==> src/sv/sldf_pkg.sv <==
// ----------------------------------------------------------------------------
// sldf_pkg
// Shared types, constants and the CRC-8 byte update for the sync/length
// CRC-8 deframer.
// ----------------------------------------------------------------------------
`default_nettype none

package sldf_pkg;

  localparam int unsigned ByteW   = 8;
  localparam int unsigned LenW    = 16;
  localparam int unsigned KindW   = 2;

  localparam logic [ByteW-1:0] SyncByte      = 8'hBB;
  localparam logic [ByteW-1:0] CrcPoly       = 8'h07;
  localparam logic [LenW-1:0]  MaxPayloadRst = 16'd512;
  localparam logic [ByteW-1:0] CmdKnownLo    = 8'd1;
  localparam logic [ByteW-1:0] CmdKnownHi    = 8'd4;

  // Result kinds
  typedef enum logic [KindW-1:0] {
    KIND_PAYLOAD = 2'd0,
    KIND_GOOD    = 2'd1,
    KIND_BAD_CRC = 2'd2,
    KIND_DROP    = 2'd3
  } sldf_kind_e;

  // Parser phases, one-hot
  typedef enum logic [5:0] {
    PH_HUNT    = 6'b000001,
    PH_CMD     = 6'b000010,
    PH_LEN_LO  = 6'b000100,
    PH_LEN_HI  = 6'b001000,
    PH_PAYLOAD = 6'b010000,
    PH_CRC     = 6'b100000
  } sldf_phase_e;

  // One result word
  typedef struct packed {
    sldf_kind_e        kind;
    logic [ByteW-1:0]  payload_byte;
    logic [ByteW-1:0]  command;
    logic [LenW-1:0]   frame_length;
    logic              known_command;
  } sldf_result_t;

  // MSB-first CRC-8 update of one byte, no reflection
  function automatic logic [ByteW-1:0] crc8_update(input logic [ByteW-1:0] crc,
                                                   input logic [ByteW-1:0] b);
    logic [ByteW-1:0] v;
    v = crc ^ b;
    for (int i = 0; i < ByteW; i++) begin
      if (v[ByteW-1]) begin
        v = {v[ByteW-2:0], 1'b0} ^ CrcPoly;
      end else begin
        v = {v[ByteW-2:0], 1'b0};
      end
    end
    return v;
  endfunction

endpackage

`default_nettype wire

==> src/sv/sldf_in_reg.sv <==
// ----------------------------------------------------------------------------
// sldf_in_reg
// Input register: captures one received byte and holds it until the parser
// takes it.
// ----------------------------------------------------------------------------
`default_nettype none

module sldf_in_reg (
  input  wire logic                     clk_i,
  input  wire logic                     rst_ni,
  input  wire logic                     in_valid_i,
  output logic                          in_stall_o,
  input  wire logic [sldf_pkg::ByteW-1:0] rx_byte_i,
  input  wire logic                     adv_i,
  output logic                          vld_o,
  output logic [sldf_pkg::ByteW-1:0]    byte_o
);
  import sldf_pkg::*;

  logic             vld_q, vld_d;
  logic [ByteW-1:0] byte_q;

  // Stall while a held word cannot move on
  assign in_stall_o = vld_q && !adv_i;
  assign vld_d      = in_stall_o ? vld_q : in_valid_i;

  always_ff @(posedge clk_i or negedge rst_ni) begin
    if (!rst_ni) begin
      vld_q <= 1'b0;
    end else begin
      vld_q <= vld_d;
    end
  end

  // Load a new word whenever one is accepted
  always_ff @(posedge clk_i) begin
    if (in_valid_i && !in_stall_o) begin
      byte_q <= rx_byte_i;
    end
  end

  assign vld_o  = vld_q;
  assign byte_o = byte_q;

endmodule

`default_nettype wire

==> src/sv/sldf_parser.sv <==
// ----------------------------------------------------------------------------
// sldf_parser
// Frame parser: phase machine, header capture, payload count and running
// CRC-8. Advances by one byte when step_i is high and produces at most one
// result for that byte.
// ----------------------------------------------------------------------------
`default_nettype none

module sldf_parser (
  input  wire logic                      clk_i,
  input  wire logic                      rst_ni,
  input  wire logic                      step_i,
  input  wire logic [sldf_pkg::ByteW-1:0] byte_i,
  input  wire logic [sldf_pkg::LenW-1:0]  max_payload_i,
  output logic                           res_vld_o,
  output sldf_pkg::sldf_result_t         res_o
);
  import sldf_pkg::*;

  sldf_phase_e      phase_q, phase_d;
  logic [ByteW-1:0] cmd_q, cmd_d;
  logic [LenW-1:0]  len_q, len_d;
  logic [LenW-1:0]  seen_q, seen_d;
  logic [ByteW-1:0] crc_q, crc_d;
  logic [ByteW-1:0] crc_next;
  logic [LenW-1:0]  seen_inc;
  logic             known;

  assign crc_next = crc8_update(crc_q, byte_i);
  assign seen_inc = seen_q + LenW'(1);
  assign known    = (cmd_q >= CmdKnownLo) && (cmd_q <= CmdKnownHi);

  // Next state and result for the current byte
  always_comb begin
    phase_d   = phase_q;
    cmd_d     = cmd_q;
    len_d     = len_q;
    seen_d    = seen_q;
    crc_d     = crc_q;
    res_vld_o = 1'b0;
    res_o     = '{kind: KIND_PAYLOAD, payload_byte: '0, command: cmd_q,
                  frame_length: len_q, known_command: 1'b0};
    unique case (phase_q)
      PH_CMD: begin
        cmd_d   = byte_i;
        crc_d   = crc_next;
        phase_d = PH_LEN_LO;
      end
      PH_LEN_LO: begin
        len_d   = {{(LenW-ByteW){1'b0}}, byte_i};
        crc_d   = crc_next;
        phase_d = PH_LEN_HI;
      end
      PH_LEN_HI: begin
        len_d  = {byte_i, len_q[ByteW-1:0]};
        crc_d  = crc_next;
        seen_d = '0;
        res_o.frame_length = len_d;
        if (len_d > max_payload_i) begin
          phase_d    = PH_HUNT;
          res_vld_o  = 1'b1;
          res_o.kind = KIND_DROP;
        end else if (len_d == '0) begin
          phase_d = PH_CRC;
        end else begin
          phase_d = PH_PAYLOAD;
        end
      end
      PH_PAYLOAD: begin
        crc_d  = crc_next;
        seen_d = seen_inc;
        if (seen_inc >= len_q) begin
          phase_d = PH_CRC;
        end
        res_vld_o          = 1'b1;
        res_o.payload_byte = byte_i;
      end
      PH_CRC: begin
        phase_d   = PH_HUNT;
        res_vld_o = 1'b1;
        if (byte_i == crc_q) begin
          res_o.kind          = KIND_GOOD;
          res_o.known_command = known;
        end else begin
          res_o.kind = KIND_BAD_CRC;
        end
      end
      default: begin
        // Hunting, and any stray code: look for sync
        phase_d = PH_HUNT;
        if (byte_i == SyncByte) begin
          crc_d   = crc8_update('0, byte_i);
          phase_d = PH_CMD;
        end
      end
    endcase
  end

  // Advance the parser state on each byte
  always_ff @(posedge clk_i or negedge rst_ni) begin
    if (!rst_ni) begin
      phase_q <= PH_HUNT;
      cmd_q   <= '0;
      len_q   <= '0;
      seen_q  <= '0;
      crc_q   <= '0;
    end else if (step_i) begin
      phase_q <= phase_d;
      cmd_q   <= cmd_d;
      len_q   <= len_d;
      seen_q  <= seen_d;
      crc_q   <= crc_d;
    end
  end

  // Payload count stays below the declared length while in the payload
  a_seen_below_len: assert property (@(posedge clk_i) disable iff (!rst_ni)
    phase_q == PH_PAYLOAD |-> seen_q < len_q)
    else $error("payload count reached declared length inside payload");

  // A dropped frame sends the parser back to hunting
  a_drop_hunts: assert property (@(posedge clk_i) disable iff (!rst_ni)
    step_i && res_vld_o && res_o.kind == KIND_DROP |=> phase_q == PH_HUNT)
    else $error("parser did not resume hunting after drop");

  // Known-command flag only on good frames
  a_known_good: assert property (@(posedge clk_i) disable iff (!rst_ni)
    res_vld_o && res_o.known_command |-> res_o.kind == KIND_GOOD)
    else $error("known_command set on a non-good result");

endmodule

`default_nettype wire

==> src/sv/sldf_out_reg.sv <==
// ----------------------------------------------------------------------------
// sldf_out_reg
// Result register: holds one result word until the receiver takes it.
// ----------------------------------------------------------------------------
`default_nettype none

module sldf_out_reg (
  input  wire logic                    clk_i,
  input  wire logic                    rst_ni,
  input  wire logic                    load_i,
  input  wire logic                    res_vld_i,
  input  wire sldf_pkg::sldf_result_t  res_i,
  output logic                         free_o,
  output logic                         out_valid_o,
  input  wire logic                    out_stall_i,
  output sldf_pkg::sldf_result_t       res_o
);
  import sldf_pkg::*;

  logic         vld_q, vld_d;
  sldf_result_t res_q;

  // Room when empty or when the held word leaves this cycle
  assign free_o = !vld_q || !out_stall_i;
  assign vld_d  = free_o ? (load_i && res_vld_i) : vld_q;

  always_ff @(posedge clk_i or negedge rst_ni) begin
    if (!rst_ni) begin
      vld_q <= 1'b0;
    end else begin
      vld_q <= vld_d;
    end
  end

  // Capture a new result
  always_ff @(posedge clk_i) begin
    if (free_o && load_i && res_vld_i) begin
      res_q <= res_i;
    end
  end

  assign out_valid_o = vld_q;
  assign res_o       = res_q;

endmodule

`default_nettype wire

==> src/sv/sync_length_crc8_deframer_core.sv <==
// ----------------------------------------------------------------------------
// sync_length_crc8_deframer_core
// Parses 0xBB / command / 16-bit LE length / payload / CRC-8 frames from a
// byte stream, one byte per cycle while out_stall_i is low.
// ----------------------------------------------------------------------------
// Accepts one byte per clock cycle while out_stall_i is low. A byte passes
// through an input register, is parsed (phase step plus one CRC-8 byte
// update) and its result, if any, lands in the result register once that
// register has room. in_stall_o rises only when both the input register
// and the result register are occupied and out_stall_i is high; it follows
// out_stall_i combinationally through the two stages. Bytes that give no
// result (sync, header, hunting) also wait in the input register until the
// result register has room. max_payload, reset to 512, must be written
// through cfg_we_i while no frame is in flight; the block does not enforce it.
`default_nettype none

module sync_length_crc8_deframer_core (
  input  wire logic                        clk_i,
  input  wire logic                        rst_ni,
  input  wire logic                        cfg_we_i,
  input  wire logic [sldf_pkg::LenW-1:0]   cfg_wdata_i,
  input  wire logic                        in_valid_i,
  output logic                             in_stall_o,
  input  wire logic [sldf_pkg::ByteW-1:0]  rx_byte_i,
  output logic                             out_valid_o,
  input  wire logic                        out_stall_i,
  output logic [sldf_pkg::KindW-1:0]       kind_o,
  output logic [sldf_pkg::ByteW-1:0]       payload_byte_o,
  output logic [sldf_pkg::ByteW-1:0]       command_o,
  output logic [sldf_pkg::LenW-1:0]        frame_length_o,
  output logic                             known_command_o
);
  import sldf_pkg::*;

  logic [LenW-1:0]  max_payload_q;
  logic             in_vld;
  logic [ByteW-1:0] in_byte;
  logic             out_free;
  logic             step;
  logic             res_vld;
  sldf_result_t     res;
  sldf_result_t     out_res;

  // Hold the payload limit
  always_ff @(posedge clk_i or negedge rst_ni) begin
    if (!rst_ni) begin
      max_payload_q <= MaxPayloadRst;
    end else if (cfg_we_i) begin
      max_payload_q <= cfg_wdata_i;
    end
  end

  // Advance a held byte when the result register has room
  assign step = in_vld && out_free;

  sldf_in_reg u_in_reg (
    .clk_i      (clk_i),
    .rst_ni     (rst_ni),
    .in_valid_i (in_valid_i),
    .in_stall_o (in_stall_o),
    .rx_byte_i  (rx_byte_i),
    .adv_i      (out_free),
    .vld_o      (in_vld),
    .byte_o     (in_byte)
  );

  sldf_parser u_parser (
    .clk_i         (clk_i),
    .rst_ni        (rst_ni),
    .step_i        (step),
    .byte_i        (in_byte),
    .max_payload_i (max_payload_q),
    .res_vld_o     (res_vld),
    .res_o         (res)
  );

  sldf_out_reg u_out_reg (
    .clk_i       (clk_i),
    .rst_ni      (rst_ni),
    .load_i      (step),
    .res_vld_i   (res_vld),
    .res_i       (res),
    .free_o      (out_free),
    .out_valid_o (out_valid_o),
    .out_stall_i (out_stall_i),
    .res_o       (out_res)
  );

  assign kind_o          = out_res.kind;
  assign payload_byte_o  = out_res.payload_byte;
  assign command_o       = out_res.command;
  assign frame_length_o  = out_res.frame_length;
  assign known_command_o = out_res.known_command;

endmodule

`default_nettype wire
==> config.mk <==
export PLATFORM = sky130hd
export DESIGN_NAME = sync_length_crc8_deframer_core
export DESIGN_NICKNAME = d
export VERILOG_FILES = /design/src/sv/sldf_pkg.sv /design/src/sv/sldf_in_reg.sv /design/src/sv/sldf_parser.sv /design/src/sv/sldf_out_reg.sv /design/src/sv/sync_length_crc8_deframer_core.sv
export SDC_FILE = /design/constraint.sdc
export NUM_CORES = 1
export LEC_CHECK = 0
export ABC_AREA = 1
export ABC_CLOCK_PERIOD_IN_PS = 6200
export BUFFER_PORTS_ARGS = -buffer_cell sky130_fd_sc_hd__buf_2
export CORE_MARGIN = 3
export CORE_UTILIZATION = 50
export DETAILED_ROUTE_END_ITERATION = 16
export PLACE_DENSITY = 0.71
export SETUP_SLACK_MARGIN = 0.1
export SKIP_LAST_GASP = 1
export SYNTH_ARGS = -nofsm -noshare
export SYNTH_HDL_FRONTEND = slang
export SYNTH_HIERARCHICAL = 1
export SYNTH_SLANG_ARGS = --single-unit
==> constraint.sdc <==
create_clock -name clk_i -period 6.2 [get_ports clk_i]
set_input_delay 1.24 -clock clk_i [delete_from_list [all_inputs] [get_ports clk_i]]
set_output_delay 1.24 -clock clk_i [all_outputs]
set_load 0.02 [all_outputs]
==> impl_results.rst <==
.. list-table::
   :header-rows: 1

   * - Metric
     - Value
   * - Clock-pin transition on the worst setup and hold timing paths
     - ~60 ps
   * - CTS sink count
     - 115
   * - Portion of the post-synthesis area used by sequential elements
     - 0.482
   * - Maximum vdd ir drop
     - around 0.00017 V
   * - Count of standard-cell rows
     - 40
   * - Syn Nets
     - approximately 790
   * - Gate count after technology mapping
     - slightly above 700
   * - Power per unit of standard cell area
     - approximately 280 nW/um2
   * - Synth area leader
     - dfrtp_1
   * - Antenna cell count
     - 0
   * - Register bit total from synthesis
     - ~120
   * - Placed wire-length estimate
     - roughly 10000 um
   * - Detail-routed net length per standard cell
     - around 15 um
   * - Mapped cell area
     - between 6000 and 7000 um2
   * - Relative slew slack
     - 0.332
   * - CP Data Arrival Time
     - 3180 ps
   * - Final period demand of the worst path
     - around 3200 ps
   * - Final Max Tran Viols
     - 0
   * - CP max FO
     - 35
   * - Slew at the pin with the worst max-slew slack
     - 999 ps
   * - Area added between synthesis and finish
     - 14.6%
   * - TritonCTS clock tree
     - done
   * - Outcome
     - finished, final reports clean
   * - Synthesized area per cell
     - slightly below 9 um2
   * - Post-route setup TNS
     - 0 ps
   * - Flop2flop setup slack
     - between 3000 and 4000 ps
   * - Type of the setup path with the least slack
     - reg2reg
   * - Initial core utilization
     - 0.523
   * - Number of nets in the finished design
     - ~850
   * - Count of final hold-check violations
     - 0
   * - Vertical extent of the die
     - 119 um
   * - Gr usage total
     - 0.207
   * - Count of cells along the worst register-to-register path
     - 11
   * - Iter 0 DRT Violations
     - about 280
   * - Final period utilization
     - 0.509
   * - CORE AREA
     - about 12000 um2
   * - Worst flop-to-flop path endpoint
     - u_out_reg/res_o[15]$_DFFE_PP_
   * - Most frequently used flop master after synthesis
     - dfrtp_1
   * - Startpoint of the worst register-to-register path
     - u_in_reg/byte_o[3]$_DFFE_PP_
   * - Level count of the clock H-tree
     - 4
   * - Die Span X
     - 119 um
   * - Post-synthesis adder-cell area fraction
     - 0.0819
   * - Insertion delay of the later-clocked pin in the worst-skew pair
     - about 410 ps
   * - Number of antenna violations at the first check in global routing
     - 0
   * - Fill cells
     - approximately 1100
   * - IO Pins
     - between 60 and 70
   * - Count of maximum capacitance violations
     - 0
   * - Largest family of logic cells by synthesized area
     - simple AND/OR/NAND/NOR gates
   * - Wire length of the first global-routing pass
     - about 23000 um
   * - Required time of the worst setup path
     - roughly 6200 ps
   * - Remaining routing DRC violations
     - 0
   * - Hold Path Origin
     - max_payload_q[9]$_DFFE_PN1P_
   * - Setup repair after global routing missed its margin
     - no
   * - Async SR Flop Fraction
     - 0.626
   * - Worst hold path cell count
     - 2
   * - Via count of the first global-routing pass
     - roughly 4800
   * - Achievable clock frequency
     - between 0.3 and 0.4 GHz
   * - Master cell of the clock root buffer
     - clkbuf_16
   * - XOR/XNOR Fraction of Synth Area
     - 0.0595
   * - Hold WC Path Type
     - reg2reg
   * - Fraction of synthesized cell area taken by the top area cell type
     - 0.273
   * - CP endpoint kind
     - flop
   * - Number of iterations in the first detailed-routing pass
     - 5
   * - Number of synthesis warnings
     - 6
   * - Maximum number of pins on one net before global-route repair
     - between 70 and 80
   * - Total of cells resized after clock tree synthesis
     - 0
   * - Area fraction in compound gates after synthesis
     - 0.0659
   * - Global route total overflow
     - 0
   * - EDFF count, synth
     - 43
   * - Area contributors post-synth
     - dfrtp_1 (27%), edfxtp_1 (20%), nand2_1 (12%)
   * - Count of input and output buffers
     - 65
   * - Skew final
     - around 9 ps
   * - Number of setup buffers added after CTS
     - 0
   * - RD Place Congestion
     - 0.856
   * - Post-synthesis share of cell area spent on and, or, nand and nor gates
     - 0.217
   * - Yosys cell types
     - 42
   * - Proportion of layout cells with a drive suffix above 1
     - 0.170
   * - Detailed-route wire length
     - around 14000 um
   * - Post-detailed-route count of antenna-violating nets
     - 0
   * - Post-layout worst setup margin
     - between 3000 and 4000 ps
   * - Worst-case hold path end point
     - max_payload_q[9]$_DFFE_PN1P_
   * - Multiplexer share of the synthesized area
     - 0
   * - Hold buffer count at cts
     - 0
   * - Bufs on Longest Clock Path
     - 2
   * - Critical Path Source Type
     - flop
   * - Vias after detailed routing
     - approximately 4900
   * - Static leakage
     - 0.00363 uW
   * - Per-cell via count in the routed design
     - a little over 5
   * - Inserted Clock Buffers
     - 17
   * - Area enclosed by the die boundary
     - 14200 um2
   * - Finish-stage setup viols
     - 0
   * - Worst-case setup slack after placement
     - around 3000 ps
-- flip-flops by register name, summed over array words and instances, names as in the netlist --
signal and cells:
u_out_reg/res_o 35, max_payload_q 16, u_parser/len_q 16, u_parser/seen_q 16, u_in_reg/byte_o 8, u_parser/cmd_q 8, u_parser/crc_q 8, u_parser/phase_q 6
u_in_reg/vld_o 1, u_out_reg/out_valid_o 1
-- worst max-delay path, stage by stage, from the launching register on --
cell and delay, ps:
edfxtp_1 580, ha_1 390, nand2_1 50, inv_1 90
nand3_1 80, nor2_1 160, nand2_1 80, nand2_1 110
nand3_1 190, nand3_1 120, nand2_1 120, nor2_4 800
-- per-stage QoR --
step	area, um2	cells	hold WS [ps]	util	power [uW]
finish	7350	957	464	0.600	2040
CTS	7350	957	466	0.600	2060
floorplan	6420	721	442	-	1020
global placement	6750	925	456	0.550	1060
detailed placement	6750	925	457	0.550	1070
global route	7350	957	475	0.600	2130
-- cell families (layout without fill, tap and decap cells) --
group,Yosys count,in the layout
compound gates,78,78
buf+inv,129,197
flops,115,115
fa+ha+maj,42,42
xor+xnor,41,41
simple gates,316,316
-- per-layer routing --
metal	up-vias	global-route usage	routed length [um]
li1	2410	-	-
met1	2323	0.278	6310
met2	146	0.327	6630
met3	17	0.0470	771
met4	0	0.0795	213
met5	-	0	0
-- cell usage after synthesis (5+ instances only) --
cell      number
o22ai_1        5
inv_1         92
dfrtp_1       70
xnor2_1       16
nand3_1       29
nor2_1        36
edfxtp_1      43
buf_6          5
buf_4         11
nand2_1      207
nor2_2         6
inv_2          5
xor2_1        22
nand2_2        7
buf_2          9
nand4_1       13
o21ai_1        8
o21ai_0       42
a21oi_1       15
ha_1          42
-- final cells by class --
type,count,area [um2],area share
sequential,115,3100,0.421
inverter,99,377,0.0512
multi-input combinational,477,2730,0.371
clock buffer,22,485,0.0660
clock inverter,10,123,0.0167
tap,168,210,0.0286
timing repair buffer,66,333,0.0453
-- worst max path at each step --
| stage | startpoint | endpoint | slack (ps) | depth (start not counted) |
|---|---|---|---|---|
| 2_1_floorplan | out_stall_i | u_out_reg/res_o[0]$_DFFE_PP_ | 3220 | 5 |
| 3_3_place_gp | out_stall_i | u_out_reg/res_o[10]$_DFFE_PP_ | 3160 | 6 |
| 3_5_place_dp | out_stall_i | u_parser/seen_q[10]$_DFFE_PN0P_ | 3000 | 8 |
| 4_1_cts | u_in_reg/byte_o[3]$_DFFE_PP_ | u_out_reg/res_o[9]$_DFFE_PP_ | 3030 | 11 |
| 5_1_grt | u_in_reg/byte_o[7]$_DFFE_PP_ | u_out_reg/res_o[15]$_DFFE_PP_ | 2760 | 9 |
| 6_report | u_in_reg/byte_o[3]$_DFFE_PP_ | u_out_reg/res_o[15]$_DFFE_PP_ | 3040 | 11 |
-- power by group --
part | switching, uW | internal [uW]
registers | 31.3 | 814
logic | 127 | 86.5
clock network | 346 | 638
-- layout by cell type, fill, tap and decap left out, drive strengths merged --
| cell type | n |
|---|---|
| a21o | 2 |
| a21oi | 17 |
| a22o | 2 |
| buf | 66 |
| bufinv | 2 |
| clkbuf | 22 |
| clkinv | 4 |
| clkinvlp | 4 |
| dfrtp | 70 |
| dfstp | 2 |
| edfxtp | 43 |
| ha | 42 |
| inv | 99 |
| nand2 | 214 |
| nand3 | 33 |
| nand3b | 2 |
| nand4 | 15 |
| nor2 | 46 |
| nor3 | 5 |
| o211ai | 1 |
| o21ai | 51 |
| o22ai | 5 |
| or2 | 1 |
| xnor2 | 17 |
| xor2 | 24 |
Power figures use the tool's default switching activity.
